`config.mk`:
```
export PLATFORM = sky130hd
export DESIGN_NAME = websocket_frame_deframer
export DESIGN_NICKNAME = d
export VERILOG_FILES = /design/src/rtl/wsdfr_pkg.sv /design/src/rtl/wsdfr_queue.sv /design/src/rtl/wsdfr_front.sv /design/src/rtl/wsdfr_back.sv /design/src/rtl/websocket_frame_deframer.sv
export VERILOG_INCLUDE_DIRS = /design/src /design/src/rtl
export SDC_FILE = /design/constraint.sdc
export NUM_CORES = 1
export LEC_CHECK = 0
export BUFFER_PORTS_ARGS = -buffer_cell sky130_fd_sc_hd__buf_2
export CAP_MARGIN = 20
export CORE_UTILIZATION = 65
export DETAILED_ROUTE_END_ITERATION = 7
export PLACE_DENSITY_LB_ADDON = 0.05
export REMOVE_ABC_BUFFERS = 1
export SLEW_MARGIN = 40
export SYNTH_ARGS = -nofsm -noshare
export SYNTH_HDL_FRONTEND = slang
export SYNTH_HIERARCHICAL = 1
export SYNTH_SLANG_ARGS = --single-unit
```
`constraint.sdc`:
```
create_clock -name clock -period 6.6 [get_ports clock]
set_input_delay 0.33 -clock clock [delete_from_list [all_inputs] [get_ports clock]]
set_output_delay 0.33 -clock clock [all_outputs]
set_load 0.01 [all_outputs]
```
`src/rtl/websocket_frame_deframer_defines.svh`:
```
// Assertion macros shared by the queue and the parser modules.
// Each macro expects signals named clock and reset in the module that uses it.
`ifndef WEBSOCKET_FRAME_DEFRAMER_DEFINES_SVH
`define WEBSOCKET_FRAME_DEFRAMER_DEFINES_SVH

// The consequent holds in the same cycle as the antecedent.
`define WSDFR_ASSERT_SAME(name, ante, cons) \
   name: assert property (@(posedge clock) disable iff (reset) (ante) |-> (cons)) \
      else $error("deframer check failed in the same cycle");

// The consequent holds in the cycle after the antecedent.
`define WSDFR_ASSERT_NEXT(name, ante, cons) \
   name: assert property (@(posedge clock) disable iff (reset) (ante) |=> (cons)) \
      else $error("deframer check failed one cycle later");

`endif

```
`src/rtl/wsdfr_pkg.sv`:
```
package wsdfr_pkg;

   // Parser phases.
   typedef enum logic [2:0] {
      PH_HDR0,
      PH_HDR1,
      PH_EXTLEN,
      PH_MASK,
      PH_DATA,
      PH_HALT
   } phase_type;

   // Result kinds.
   localparam logic [1:0] EV_DATA    = 2'd0;
   localparam logic [1:0] EV_EMPTY   = 2'd1;
   localparam logic [1:0] EV_TOOLONG = 2'd2;

   // Seven-bit length codes that announce an extended length.
   localparam logic [6:0] LEN_EXT16 = 7'd126;
   localparam logic [6:0] LEN_EXT64 = 7'd127;

   localparam logic [15:0] MAX_LEN_RESET = 16'd8192;

   localparam int unsigned QUEUE_DEPTH = 2;

   // One classified result on its way from the parser to the output stage.
   typedef struct packed {
      logic [1:0] kind;
      logic [7:0] data;
      logic [7:0] key;
      logic       last;
      logic       fin;
      logic [3:0] opcode;
   } cmd_type;

endpackage

```
`src/rtl/wsdfr_queue.sv`:
```
`include "websocket_frame_deframer_defines.svh"

module wsdfr_queue (
   input  logic               clock,
   input  logic               reset,
   input  logic               push,
   input  wsdfr_pkg::cmd_type push_cmd,
   input  logic               pop,
   output logic               full,
   output logic               head_valid,
   output wsdfr_pkg::cmd_type head_cmd
);
   import wsdfr_pkg::*;

   localparam int unsigned PtrWidth = $clog2(QUEUE_DEPTH);
   localparam int unsigned CntWidth = $clog2(QUEUE_DEPTH + 1);

   cmd_type               entry_ff [QUEUE_DEPTH];
   logic [PtrWidth-1:0]   wr_ptr_ff, wr_ptr_in;
   logic [PtrWidth-1:0]   rd_ptr_ff, rd_ptr_in;
   logic [CntWidth-1:0]   count_ff, count_in;

   assign full       = (count_ff == CntWidth'(QUEUE_DEPTH));
   assign head_valid = (count_ff != '0);
   assign head_cmd   = entry_ff[rd_ptr_ff];

   always_comb begin
      wr_ptr_in = wr_ptr_ff;
      rd_ptr_in = rd_ptr_ff;
      count_in  = count_ff;
      if (push) begin
         wr_ptr_in = (wr_ptr_ff == PtrWidth'(QUEUE_DEPTH - 1)) ? '0 : wr_ptr_ff + 1'b1;
      end
      if (pop) begin
         rd_ptr_in = (rd_ptr_ff == PtrWidth'(QUEUE_DEPTH - 1)) ? '0 : rd_ptr_ff + 1'b1;
      end
      if (push && !pop) begin
         count_in = count_ff + 1'b1;
      end else if (pop && !push) begin
         count_in = count_ff - 1'b1;
      end
   end

   always_ff @(posedge clock) begin
      if (reset) begin
         wr_ptr_ff <= '0;
         rd_ptr_ff <= '0;
         count_ff  <= '0;
      end else begin
         wr_ptr_ff <= wr_ptr_in;
         rd_ptr_ff <= rd_ptr_in;
         count_ff  <= count_in;
      end
   end

   always_ff @(posedge clock) begin
      if (push) begin
         entry_ff[wr_ptr_ff] <= push_cmd;
      end
   end

   `WSDFR_ASSERT_SAME(a_no_overflow, push && full, pop)
   `WSDFR_ASSERT_SAME(a_no_underflow, pop, head_valid)
   `WSDFR_ASSERT_SAME(a_count_bound, 1'b1, count_ff <= CntWidth'(QUEUE_DEPTH))

endmodule

```
`src/rtl/wsdfr_front.sv`:
```
`include "websocket_frame_deframer_defines.svh"

module wsdfr_front (
   input  logic               clock,
   input  logic               reset,
   input  logic               accept,
   input  logic [7:0]         rx_byte,
   input  logic [15:0]        max_len,
   output logic               push,
   output wsdfr_pkg::cmd_type cmd
);
   import wsdfr_pkg::*;

   phase_type   phase_ff, phase_in;
   logic        fin_ff, fin_in;
   logic [3:0]  opcode_ff, opcode_in;
   logic        mask_ff, mask_in;
   logic [2:0]  left_ff, left_in;
   logic [31:0] key_ff, key_in;
   logic [1:0]  pos_ff, pos_in;
   logic [15:0] len_ff, len_in;
   // Set when a length byte pushed nonzero bits past bit 15.
   logic        over_ff, over_in;

   logic [6:0]  len7;
   logic [15:0] ext_len;
   logic        ext_over;
   logic [15:0] known_len;
   logic        known_over;
   logic        mask_now;
   logic        length_done;
   logic        too_long;
   logic        data_last;
   logic [7:0]  key_byte;
   phase_type   after_len_phase;

   assign len7     = rx_byte[6:0];
   assign ext_len  = {len_ff[7:0], rx_byte};
   assign ext_over = over_ff | (len_ff[15:8] != 8'd0);
   assign data_last = (len_ff == 16'd1);

   always_comb begin
      known_len   = ext_len;
      known_over  = ext_over;
      mask_now    = mask_ff;
      length_done = 1'b0;
      case (phase_ff)
         PH_HDR1: begin
            known_len   = {9'd0, len7};
            known_over  = 1'b0;
            mask_now    = rx_byte[7];
            length_done = (len7 != LEN_EXT16) && (len7 != LEN_EXT64);
         end
         PH_EXTLEN: begin
            length_done = (left_ff == 3'd0);
         end
         default: begin
         end
      endcase
   end

   assign too_long = known_over || (known_len > max_len);

   always_comb begin
      case (pos_ff)
         2'd0:    key_byte = key_ff[31:24];
         2'd1:    key_byte = key_ff[23:16];
         2'd2:    key_byte = key_ff[15:8];
         default: key_byte = key_ff[7:0];
      endcase
   end

   always_comb begin
      if (too_long) begin
         after_len_phase = PH_HALT;
      end else if (mask_now) begin
         after_len_phase = PH_MASK;
      end else if (known_len == 16'd0) begin
         after_len_phase = PH_HDR0;
      end else begin
         after_len_phase = PH_DATA;
      end
   end

   // Next phase.
   always_comb begin
      phase_in = phase_ff;
      if (accept) begin
         case (phase_ff)
            PH_HDR0: phase_in = PH_HDR1;
            PH_HDR1: phase_in = length_done ? after_len_phase : PH_EXTLEN;
            PH_EXTLEN: begin
               if (length_done) begin
                  phase_in = after_len_phase;
               end
            end
            PH_MASK: begin
               if (left_ff == 3'd0) begin
                  phase_in = (len_ff == 16'd0) ? PH_HDR0 : PH_DATA;
               end
            end
            PH_DATA: begin
               if (data_last) begin
                  phase_in = PH_HDR0;
               end
            end
            PH_HALT: phase_in = PH_HALT;
            default: phase_in = PH_HDR0;
         endcase
      end
   end

   // Results handed to the queue.
   always_comb begin
      push       = 1'b0;
      cmd.kind   = EV_DATA;
      cmd.data   = 8'd0;
      cmd.key    = 8'd0;
      cmd.last   = 1'b0;
      cmd.fin    = 1'b0;
      cmd.opcode = opcode_ff;
      if (accept) begin
         case (phase_ff)
            PH_HDR1, PH_EXTLEN: begin
               if (length_done && too_long) begin
                  push     = 1'b1;
                  cmd.kind = EV_TOOLONG;
               end else if (length_done && !mask_now && known_len == 16'd0) begin
                  push     = 1'b1;
                  cmd.kind = EV_EMPTY;
                  cmd.last = 1'b1;
                  cmd.fin  = fin_ff;
               end
            end
            PH_MASK: begin
               if (left_ff == 3'd0 && len_ff == 16'd0) begin
                  push     = 1'b1;
                  cmd.kind = EV_EMPTY;
                  cmd.last = 1'b1;
                  cmd.fin  = fin_ff;
               end
            end
            PH_DATA: begin
               push     = 1'b1;
               cmd.data = rx_byte;
               cmd.key  = key_byte;
               cmd.last = data_last;
               cmd.fin  = data_last & fin_ff;
            end
            default: begin
            end
         endcase
      end
   end

   // Header fields, length and mask key.
   always_comb begin
      fin_in    = fin_ff;
      opcode_in = opcode_ff;
      mask_in   = mask_ff;
      left_in   = left_ff;
      key_in    = key_ff;
      pos_in    = pos_ff;
      len_in    = len_ff;
      over_in   = over_ff;
      if (accept) begin
         case (phase_ff)
            PH_HDR0: begin
               fin_in    = rx_byte[7];
               opcode_in = rx_byte[3:0];
            end
            PH_HDR1: begin
               mask_in = rx_byte[7];
               // An extended length is built up from zero by the bytes that follow.
               len_in  = length_done ? {9'd0, len7} : 16'd0;
               over_in = 1'b0;
               if (length_done) begin
                  left_in = 3'd3;
                  key_in  = 32'd0;
                  pos_in  = 2'd0;
               end else begin
                  left_in = (len7 == LEN_EXT64) ? 3'd7 : 3'd1;
               end
            end
            PH_EXTLEN: begin
               len_in  = ext_len;
               over_in = ext_over;
               if (length_done) begin
                  left_in = 3'd3;
                  key_in  = 32'd0;
                  pos_in  = 2'd0;
               end else begin
                  left_in = left_ff - 3'd1;
               end
            end
            PH_MASK: begin
               key_in = {key_ff[23:0], rx_byte};
               pos_in = 2'd0;
               if (left_ff != 3'd0) begin
                  left_in = left_ff - 3'd1;
               end
            end
            PH_DATA: begin
               pos_in = pos_ff + 2'd1;
               len_in = len_ff - 16'd1;
            end
            default: begin
            end
         endcase
      end
   end

   always_ff @(posedge clock) begin
      if (reset) begin
         phase_ff  <= PH_HDR0;
         fin_ff    <= 1'b0;
         opcode_ff <= 4'd0;
         mask_ff   <= 1'b0;
         left_ff   <= 3'd0;
         key_ff    <= 32'd0;
         pos_ff    <= 2'd0;
         len_ff    <= 16'd0;
         over_ff   <= 1'b0;
      end else begin
         phase_ff  <= phase_in;
         fin_ff    <= fin_in;
         opcode_ff <= opcode_in;
         mask_ff   <= mask_in;
         left_ff   <= left_in;
         key_ff    <= key_in;
         pos_ff    <= pos_in;
         len_ff    <= len_in;
         over_ff   <= over_in;
      end
   end

   `WSDFR_ASSERT_NEXT(a_halt_sticks, phase_ff == PH_HALT, phase_ff == PH_HALT)
   `WSDFR_ASSERT_NEXT(a_toolong_halts, push && cmd.kind == EV_TOOLONG, phase_ff == PH_HALT)
   `WSDFR_ASSERT_SAME(a_data_has_bytes, phase_ff == PH_DATA, len_ff != 16'd0)

endmodule

```
`src/rtl/wsdfr_back.sv`:
```
module wsdfr_back (
   input  logic               clock,
   input  logic               reset,
   input  logic               head_valid,
   input  wsdfr_pkg::cmd_type head_cmd,
   output logic               pop,
   output logic               rsp_valid,
   input  logic               rsp_stall,
   output logic [1:0]         rsp_event_kind,
   output logic [7:0]         rsp_payload_byte,
   output logic               rsp_frame_last,
   output logic               rsp_final_fragment,
   output logic [3:0]         rsp_frame_opcode
);
   import wsdfr_pkg::*;

   logic       valid_ff, valid_in;
   logic [1:0] kind_ff;
   logic [7:0] byte_ff;
   logic       last_ff;
   logic       fin_ff;
   logic [3:0] opcode_ff;

   // Load a new result whenever the output register is free or being taken.
   assign pop = head_valid && (!valid_ff || !rsp_stall);

   always_comb begin
      valid_in = valid_ff;
      if (pop) begin
         valid_in = 1'b1;
      end else if (!rsp_stall) begin
         valid_in = 1'b0;
      end
   end

   always_ff @(posedge clock) begin
      if (reset) begin
         valid_ff <= 1'b0;
      end else begin
         valid_ff <= valid_in;
      end
   end

   always_ff @(posedge clock) begin
      if (pop) begin
         kind_ff   <= head_cmd.kind;
         byte_ff   <= head_cmd.data ^ head_cmd.key;
         last_ff   <= head_cmd.last;
         fin_ff    <= head_cmd.fin;
         opcode_ff <= head_cmd.opcode;
      end
   end

   assign rsp_valid          = valid_ff;
   assign rsp_event_kind     = kind_ff;
   assign rsp_payload_byte   = byte_ff;
   assign rsp_frame_last     = last_ff;
   assign rsp_final_fragment = fin_ff;
   assign rsp_frame_opcode   = opcode_ff;

endmodule

```
`src/rtl/websocket_frame_deframer.sv`:
```
// Channel    Direction  Handshake         Payload
// req_       in         valid / stall     rx_byte (8)
// rsp_       out        valid / stall     event_kind, payload_byte, frame_last,
//                                         final_fragment, frame_opcode
// csr_       in         valid / ready     max_frame_length (16)
//
// One stream byte is taken every clock cycle while req_stall is low; a result
// passes through the two-entry queue and then the output register on its way to
// rsp_. req_stall rises only while that queue holds two results, which happens
// when rsp_stall has held the output register for a while.
// Reset is synchronous and active high; it returns max_frame_length to 8192 and
// is the only way out of the halt that follows a frame that is too long.
module websocket_frame_deframer (
   input  logic        clock,
   input  logic        reset,
   // Byte stream from the client.
   input  logic        req_valid,
   output logic        req_stall,
   input  logic [7:0]  req_rx_byte,
   // Parsed results.
   output logic        rsp_valid,
   input  logic        rsp_stall,
   output logic [1:0]  rsp_event_kind,
   output logic [7:0]  rsp_payload_byte,
   output logic        rsp_frame_last,
   output logic        rsp_final_fragment,
   output logic [3:0]  rsp_frame_opcode,
   // Length limit register.
   input  logic        csr_valid,
   output logic        csr_ready,
   input  logic [15:0] csr_max_frame_length
);
   import wsdfr_pkg::*;

   // The limit register accepts a write in any cycle. The user must write it only while
   // no request is in flight, so the parser never sees it change mid-frame; the block does not enforce it.
   logic [15:0] max_len_ff, max_len_in;

   logic        queue_full;
   logic        req_accept;
   logic        front_push;
   cmd_type     front_cmd;
   logic        head_valid;
   cmd_type     head_cmd;
   logic        back_pop;

   assign csr_ready = 1'b1;

   always_comb begin
      max_len_in = max_len_ff;
      if (csr_valid && csr_ready) begin
         max_len_in = csr_max_frame_length;
      end
   end

   always_ff @(posedge clock) begin
      if (reset) begin
         max_len_ff <= MAX_LEN_RESET;
      end else begin
         max_len_ff <= max_len_in;
      end
   end

   // A request is held off only when the queue cannot take another result, so
   // the parser may push on every accepted request without further checks.
   assign req_stall  = queue_full;
   assign req_accept = req_valid && !req_stall;

   // The parser walks the header, builds the length and mask key, and turns each
   // accepted request into at most one classified result.
   wsdfr_front u_front (
      .clock   (clock),
      .reset   (reset),
      .accept  (req_accept),
      .rx_byte (req_rx_byte),
      .max_len (max_len_ff),
      .push    (front_push),
      .cmd     (front_cmd)
   );

   // The queue decouples the parser from the output stage so that a stall on the
   // result side does not stop the byte stream at once.
   wsdfr_queue u_queue (
      .clock      (clock),
      .reset      (reset),
      .push       (front_push),
      .push_cmd   (front_cmd),
      .pop        (back_pop),
      .full       (queue_full),
      .head_valid (head_valid),
      .head_cmd   (head_cmd)
   );

   // The output stage removes the mask and holds each result until it is taken.
   wsdfr_back u_back (
      .clock              (clock),
      .reset              (reset),
      .head_valid         (head_valid),
      .head_cmd           (head_cmd),
      .pop                (back_pop),
      .rsp_valid          (rsp_valid),
      .rsp_stall          (rsp_stall),
      .rsp_event_kind     (rsp_event_kind),
      .rsp_payload_byte   (rsp_payload_byte),
      .rsp_frame_last     (rsp_frame_last),
      .rsp_final_fragment (rsp_final_fragment),
      .rsp_frame_opcode   (rsp_frame_opcode)
   );

endmodule

```
; Yosys cells after proc, flatten, opt, wreduce, memory -nomap -nowiden
; Memories as Yosys holds them, arrays and structs flattened. A register that Yosys moved wholly into a read port is not among the register bits.
; Cells that the tools add are included.
[classes]
add_sub_neg = 7
n_lt_le_gt_ge = 1
eq_ne = 18
mux = 51
bitwise_logic = 3
reduce_logical = 39
[op_table]
columns = cell, count
row1 = case mux 32 bit (2 select lines), 1
row2 = case mux 16 bit (3 select lines), 1
row3 = 2-to-1 mux 3 bit, 12
row4 = logical NOT 16 bit, 2
row5 = 2-to-1 mux 16 bit, 2
row6 = 2-to-1 mux 32 bit, 1
row7 = case mux 8 bit (3 select lines), 1
row8 = 2-to-1 mux 20 bit, 1
row9 = case mux 3 bit (6 select lines), 1
row10 = "equality test 16 x 1 -> 1 bit, second input constant", 1
row11 = > comparator 16 bit, 1
row12 = 2-to-1 mux 1 bit, 16
row13 = "subtractor 16 x 1 -> 16 bit, second input constant", 1
row14 = 2-to-1 mux 2 bit, 7
row15 = "!= test 7 bit, second input constant", 2
row16 = "!= test 2 x 1 -> 1 bit, second input constant", 6
row17 = case mux 2 bit (3 select lines), 2
row18 = nonzero test 3 bit, 4
row19 = logical AND 1 bit, 9
row20 = case mux 3 bit (3 select lines), 1
row21 = AND reduction 3 bit, 3
row22 = nonzero test 2 bit, 4
row23 = nonzero test 8 bit, 1
row24 = bitwise XOR 8 bit, 1
row25 = other kinds (23), 38
[totals]
ff_bits = 100
mem_bits_rw = 48
inputBits = 29
out_inout_bits = 19
elab_cells = 139
n_memories = 1
[mem_list]
columns = memory, depth, word_bits, read_ports, rd_clocked_by_memory_dff, write_ports, line
row1 = u_queue.entry_ff, 2, 24, 1, 1, 1, wsdfr_queue.sv:18  ; cmd_type entry_ff [QUEUE_DEPTH];

; Logic depth before layout (Yosys ltp)
; Gate-level depths: netlist of the first run.
[logic_depth]
word_depth = 13
mapped_depth = 15

; Modules after synthesis
; Netlist of the first run, hierarchy kept.
[modules_own_cells]
columns = module, instances, cells_each, area_per_inst_um2, seq_area_each_um2
row1 = wsdfr_front, 1, 553, 4112.7, 1261.2
row2 = wsdfr_queue, 1, 97, 1941.9, 1541.5
row3 = websocket_frame_deframer, 1, 55, 599.3, 320.3
row4 = wsdfr_back, 1, 28, 586.8, 500.5

; Least setup slack after synthesis of the first run
; No wires, ideal clock.
[synth_timing]
path_kind = reg2reg
from = register u_front.phase_ff[0]
to = memory u_queue/entry_ff[0][0] (netlist name) (enable)
setup_ns = 0.408
t_arrival_ns = 3.479
required_ns = 6.192
setup_slack_ns = 2.714
stages_incl_launch_ff = 13
path_cell_list = dfxtp_1 clkbuf_8 nand2b_1 nor2_1 nor2_1 ha_1 nand4_1 or2_1 a211o_1 a21boi_0 o21ai_1 a21oi_1 nor2b_1
[synth_via]
elab_chain_cells = 11
[synth_rtl]
columns = item, line
row1 = from (decl), wsdfr_front.sv:14  ; phase_type phase_ff, phase_in;
row2 = from (signal assigned), wsdfr_front.sv:225  ; phase_ff <= phase_in;
row3 = branches (longest 7 deep; another with > comparator 16 bit), --
row4 = case mux 1 bit (3 select lines) (*), wsdfr_front.sv:123  ; case (phase_ff)
row5 = 2-to-1 mux 1 bit (*), wsdfr_front.sv:122  ; if (accept) begin
row6 = via front_push, websocket_frame_deframer.sv:41  ; logic front_push;
row7 = 2-to-1 mux 1 bit (*), wsdfr_queue.sv:57  ; if (push) begin
row8 = 2-to-1 mux 1 bit (implied by the code) (*), wsdfr_queue.sv:58  ; entry_ff[wr_ptr_ff] <= push_cmd;
row9 = to (decl), wsdfr_queue.sv:18
; Mark *: on every way through the listed nets, which the timed path passes.

; Worst setup path after layout of the first run
[layout_timing]
from = register u_front.phase_ff[0]
to = memory u_queue/entry_ff[0][15] (netlist name) (enable)
; The elaborated chain is that of the path after synthesis.

==> out/summary.txt, run 1 <==
Post-synth EDFFs: 64
IO Pins: 48
First-pass GRT wire length: 26,800 µm
Die Span X: 108 µm
FP Rows: 38
Arr. time, crit path: 4.57 ns
Hold endpoint: max_len_ff[11]
WL final: 17,200 µm
Clock tree root driver cell: clkbuf_8
Outcome: finished, final reports clean
Area growth syn-to-layout: 10.1%
Worst-Skew Late Latency: 0.55 ns
Worst-path fanout max: 24
Maximum vdd drop: 310 µV
Post-synthesis register bit count: 149
DR pass1 iterations: 5
R2r worst-path depth: 11
TritonCTS Sinks: 149
Placed Instance Area: 7440 µm²
DR DRC count: 0
Hold Crit Class: input port to flop
Startpoint types: flop
GRT overflow: 0
Fin nets: 812
Max_slew headroom: 51.1%
Finished Cell Area: 7980 µm²
Post-synthesis sequential area ratio: 50.0%
Number of global-route vias before repair: 5,258
Ys Warns: 6
H-tree lvl count: 4
RSZ-0062 raised after global routing: no
Fmax: 0.227 GHz
Synth area leader: edfxtp_1
Die area: 11,600 µm²
Vias per cell: 6.19
Max cap viols: 0
Clk_skew: 0.0195 ns
Ant diodes: 0
Hold wc startpoint: csr_max_frame_length[11]
Synth cell count leaders: dfxtp_1 (85), nor2_1 (80), a21oi_1 (74)
Power per standard cell area: 341 nW/µm²
Wirelength per Cell: 18.9 µm
Hold Crit Depth: 3
Post-Synthesis Cells: 733
Share of cells above drive strength 1: 17.3%
Synth unique cells: 78
Core Footprint: 10,800 µm²
Final hold vios: 0
Crit path time final: 4.40 ns
RR Startpoint: u_front/phase_ff[0]
Top-count cell post-synth: dfxtp_1
GPL Wtd Cong: 0.917
Placed cell count: 878
Most used DFF post-synth: dfxtp_1
Synth top area share: 26.5%
Async S/R FF share, synth: 0%
Final Setup Violations: 0
Fin. max-slew vios: 0
CTS tree: done
GRT Total Usage: 31.1%
Leak: 2.90 nW
Clock Path Buffers: 2
Largest net degree at the start of global routing: 87
Area contributors post-synth: edfxtp_1 (27%), dfxtp_1 (24%), a21oi_1 (5.1%)
Crit path from: u_front/phase_ff[0]
Layout Cells excl Fill: 911
R2R setup slack: 2.20 ns
Setup CP Type: flop to flop
Hold_ws: 0.0231 ns
Initial antenna violation count: 0
Clk pin slew, worst setup/hold paths: 0.06 ns
DP Wirelength: 10,800 µm
Fin crit share: 66.6%
I/O Buffers: 46
WP data required: 6.77 ns
DRT iter0 DRCs: 746
Final setup TNS: 0 ns
Nature of the critical path endpoint: flop
Synthesized area per cell: 9.88 µm²
Number of CTS-inserted buffers: 17
# fillers: 783
Remaining antenna violation count: 0
Worst R2R End: u_queue/entry_ff[0][15]
Initial Utilization: 66.8%
Die Ht: 108 µm
Post-Syn Area: 7240 µm²
Slew @ Worst Pin: 0.731 ns
Total number of vias: 5,641
stage by stage:
| step | total power [mW] | setup slack, ns | util, % |
|---|---|---|---|
| 6_report | 2.72 | 2.20 | 73.6 |
| 5_1_grt | 2.84 | 1.89 | 73.6 |
| 4_1_cts | 2.73 | 2.30 | 73.5 |
| 3_5_place_dp | 1.86 | 2.36 | 68.6 |
| 3_3_place_gp | 1.83 | 2.02 | 68.5 |
| 2_1_floorplan | 1.63 | 2.41 | - |
cell families after synthesis:
logic type / count (synthesis) / share of synthesized area [%]
compound gates: 171 / 15.0
xor+xnor: 14 / 1.69
fa+ha+maj: 25 / 4.32
buf+inv: 76 / 5.39
flops: 149 / 50.0
mux: 43 / 6.36
other cells: 1 / 0.0518
simple gates: 254 / 17.1
per-layer routing:
layer / wire [µm] / global-route usage (%) / part of all wire, %
met1: 7360 / 40.9 / 43
met2: 8380 / 50.2 / 49
met5: 0 / 0 / 0
met4: 400 / 12.8 / 2.3
met3: 1090 / 6.23 / 6.3
worst max-delay path: stages (launching register included):
cell      delay [ns]
dfxtp_1         0.77
nand2b_1        0.26
nor2_1          0.54
nor2_1          0.12
ha_1            0.32
nand4_1         0.10
or2_1           0.25
a211o_1         0.30
a21boi_0        0.19
o21ai_1         0.13
a21oi_1         0.37
nor2b_4         0.67
where the power goes:
part	switching (mW)	internal (mW)
registers	0.0928	1.08
clock network	0.390	0.463
logic	0.422	0.275
total	0.905	1.82
what timing repair did:
item,CTS,global route
gates resized for setup,0,0
hold buffers,1,0
setup buffers,0,0
endpoints found under the hold margin,1,0
state kept, by name, summed over array words and instances, names as in the netlist, named ones only:
signal,flops
u_front/opcode_ff,4
u_front/fin_ff,1
u_queue/entry_ff,48
u_back/rsp_payload_byte,8
u_queue/count_ff,2
u_front/key_ff,32
u_back/rsp_event_kind,2
u_back/rsp_frame_opcode,4
u_front/over_ff,1
u_queue/wr_ptr_ff,1
u_back/rsp_final_fragment,1
u_queue/rd_ptr_ff,1
u_front/pos_ff,2
u_back/rsp_valid,1
u_front/mask_ff,1
u_front/phase_ff,3
u_front/left_ff,3
u_back/rsp_frame_last,1
u_front/len_ff,16
max_len_ff,16
cell usage in the layout, fill, tap and decap left out, types with 4 or more instances in the layout:
| master | count |
|---|---|
| a21oi_1 | 73 |
| and2_1 | 8 |
| and3_1 | 13 |
| ha_1 | 25 |
| a211oi_1 | 5 |
| edfxtp_1 | 64 |
| o21ai_0 | 21 |
| buf_2 | 46 |
| clkbuf_16 | 16 |
| a31oi_1 | 4 |
| clkinv_4 | 4 |
| mux2i_1 | 19 |
| buf_4 | 4 |
| nor3_1 | 7 |
| nand4_1 | 5 |
| nor2_1 | 80 |
| nand2b_1 | 4 |
| a22o_1 | 5 |
| a222oi_1 | 8 |
| dfxtp_1 | 84 |
| nor2b_1 | 4 |
| nand2_1 | 61 |
| o21a_1 | 4 |
| inv_1 | 29 |
| mux2_2 | 24 |
| xor2_1 | 10 |
| nand3_1 | 44 |
| xnor2_1 | 4 |
| a22oi_1 | 6 |
| o21ai_1 | 10 |
how the worst max path moves through the flow:
stage | slack, ns | endpoint | cells past startpoint
final | 2.20 | u_queue/entry_ff[0][15] | 11
after detailed placement | 2.36 | u_queue/entry_ff[0][17] | 11
after global placement | 2.02 | u_queue/entry_ff[0][17] | 11
after global routing | 1.89 | u_queue/entry_ff[0][15] | 11
after CTS | 2.30 | u_queue/entry_ff[0][17] | 11
after floorplan | 2.41 | u_queue/entry_ff[0][0] | 11
layout make-up:
| type | count | area (µm²) | area share (%) |
|---|---|---|---|
| clock buffer | 18 | 418 | 5.24 |
| sequential | 149 | 3620 | 45.5 |
| tap | 140 | 175 | 2.20 |
| multi-input combinational | 508 | 3260 | 40.9 |
| inverter | 30 | 113 | 1.41 |
| timing repair buffer | 52 | 282 | 3.53 |
| clock inverter | 14 | 103 | 1.29 |
Power figures use the tool's default switching activity.
==> inputs of run 2 (changes only) <==
--- a/config.mk
+++ b/config.mk
@@ -8,7 +8,7 @@
 export LEC_CHECK = 0
 export BUFFER_PORTS_ARGS = -buffer_cell sky130_fd_sc_hd__buf_2
 export CAP_MARGIN = 20
-export CORE_UTILIZATION = 65
+export CORE_UTILIZATION = 61
 export DETAILED_ROUTE_END_ITERATION = 7
 export PLACE_DENSITY_LB_ADDON = 0.05
 export REMOVE_ABC_BUFFERS = 1
==> constraint.sdc (replaced) <==
create_clock -name clock -period 4.2 [get_ports clock]
set_input_delay 0.21 -clock clock [delete_from_list [all_inputs] [get_ports clock]]
set_output_delay 0.21 -clock clock [all_outputs]
set_load 0.01 [all_outputs]
==> run 2 against run 1 <==
Global-route usage decreased by 3.8 points. Die area up 6.4%. Critical endpoint is now u_queue/count_ff[1]. Fmax up 20%. Highest routed layer unchanged. Count of clock-buffer cells in the layout stayed put. Core utilization down 3.2 points. Power grew 63%. Hold slack gained 0.0033 ns. The flow now finishes with violations (DRC). Via count shrank 0.62%. First-iteration DRC count down 20%. Routed wire length shrank 7.6%.
==> out/summary.txt, run 2 (synthesis gave the netlist of run 1 again) <==
GRT overflow: 0 (unchanged)
Slew @ Worst Pin: 0.704 ns (-0.0273 ns)
Core Footprint: 11,500 µm² (+6.2%)
Die Ht: 111 µm (+3.2%)
Max cap viols: 0 (unchanged)
GRT Total Usage: 27.3% (-3.8 points)
Leading cell types in the layout, fill and taps excluded: dfxtp_1 (85), nor2_1 (80), a21oi_1 (73)
Fin crit share: 87.5% (+21 points)
Max_slew headroom: 53.1% (+1.9 points)
Fin. max-slew vios: 0 (unchanged)
Remaining antenna violation count: 0 (unchanged)
TritonCTS Sinks: 149 (unchanged)
I/O Buffers: 46 (unchanged)
Outcome: finished with violations
Initial antenna violation count: 0 (unchanged)
Top Registers: u_queue/entry_ff: 48 flops, u_front/key_ff: 32 flops
Final Setup Violations: 0 (unchanged)
Startpoint types: flop
Power per standard cell area: 547 nW/µm² (+60%)
FP Rows: 39 (+2.6%)
Finished Cell Area: 8100 µm² (+1.6%)
Arr. time, crit path: 4.02 ns (-0.55 ns)
Resized cells post-CTS: 0 (unchanged)
Maximum vdd drop: 326 µV (+5.1%)
Final setup TNS: 0 ns (unchanged)
WL final: 15,900 µm (-7.6%)
CTS tree: done
Die Span X: 111 µm (+3.2%)
Vias per cell: 6.08 (-1.8%)
Placed cell count: 889 (+1.3%)
RSZ-0062 raised after global routing: no
Crit path time final: 3.67 ns (-0.725 ns)
H-tree lvl count: 4 (unchanged)
Share of cells above drive strength 1: 17.7% (+0.46 points)
Ant diodes: 0 (unchanged)
DR DRC count: 8 (+8)
Nature of the critical path endpoint: flop
Placed Instance Area: 7490 µm² (+0.66%)
Flip-flop count of the largest register after layout: 48 (unchanged)
DP Wirelength: 10,800 µm (about the same)
Die area: 12,300 µm² (+6.4%)
DR pass1 iterations: 8 (+3)
GPL Wtd Cong: 0.873 (-4.8%)
Failing checks: DRC
Fin nets: 820 (+0.99%)
First-pass GRT wire length: 26,400 µm (-1.5%)
Clock Path Buffers: 2 (unchanged)
Fmax: 0.272 GHz (+20%)
Largest net degree at the start of global routing: 52 (-40%)
Setup CP Type: flop to flop
Final hold vios: 0 (unchanged)
Clk_skew: 0.00729 ns (-0.0122 ns)
WP data required: 4.54 ns (-2.23 ns)
Clock tree root driver cell: clkbuf_16
Number of global-route vias before repair: 5,418 (+3.0%)
DRT iter0 DRCs: 596 (-20%)
Worst-Skew Late Latency: 0.42 ns (-0.13 ns)
Leak: 2.97 nW (+2.5%)
Hold Crit Class: input port to flop
Layout Cells excl Fill: 922 (+1.2%)
Total number of vias: 5,606 (-0.62%)
Worst-path fanout max: 16 (-33%)
Most common cell after layout, fill and taps aside: dfxtp_1
Wirelength per Cell: 17.3 µm (-8.7%)
IO Pins: 48 (unchanged)
Initial Utilization: 62.9% (-3.9 points)
Area growth syn-to-layout: 11.9%
Clk pin slew, worst setup/hold paths: 0.06 ns (about the same)
Pwr Total: 4.43 mW (+63%)
Biggest register: u_queue/entry_ff
Number of CTS-inserted buffers: 17 (unchanged)
-- run 2: area by class of cell --
cell class,count,area [µm²]
inverters,30,113
clock buffers,18,429
well taps,143,179
repair buffers,60,338
clock inverters,14,175
multi-input cells,508,3250
flip-flops and latches,149,3620
fillers,880,3410
-- run 2: worst paths after layout --
| kind | startpoint | end | slack, ns | cells past startpoint |
|---|---|---|---|---|
| max | u_front/phase_ff[0] | u_queue/count_ff[1] | 0.53 | 14 |
| min | csr_max_frame_length[12] | max_len_ff[12] | 0.03 | 3 |
| max reg2reg | u_front/phase_ff[0] | u_queue/count_ff[1] | 0.53 | 14 |
| min reg2reg | u_front/key_ff[28] | u_front/key_ff[28] | 0.46 | 2 |
-- run 2: power breakdown --
part           leakage (nW)  internal, mW  total [mW]  switching, mW
Sequential             1.26          1.69        1.76         0.0692
Clock                 0.285         0.940        1.52          0.585
Combinational          1.43         0.449        1.15          0.696
Total                  2.97          3.08        4.43           1.35
-- run 2: through the flow --
stage	setup slack, ns	util [%]	hold WS [ns]
2_1_floorplan	0.0130	-	0.277
3_5_place_dp	0.586	65.0	0.428
3_3_place_gp	0.651	65.0	0.418
4_1_cts	0.552	70.4	0.0121
5_1_grt	0.274	70.4	0.0293
6_report	0.527	70.4	0.0264
-- run 2: timing repair --
item,4_1_cts,5_1_grt
hold endpoints to repair,1,0
buffers inserted,0,0
hold buffers,1,0
-- run 2: per-layer routing --
layer,vias to the layer above,track usage [%],part of all wire (%)
met3,32,5.41,6.0
li1,2706,-,-
met1,2651,35.6,45
met2,217,43.8,47
met4,0,13.3,2.5
met5,-,0,0
-- run 2: critical path, cell delays in order (launching register included) --
cell      delay [ns]
dfxtp_1         0.36
buf_4           0.24
nand2b_1        0.17
nor2_1          0.27
nor2_1          0.07
ha_1            0.30
nand4_1         0.11
or4_1           0.60
nand3_1         0.12
nand3_1         0.07
o21ai_1         0.23
a21oi_1         0.19
ha_1            0.36
or3_1           0.35
a21oi_1         0.13
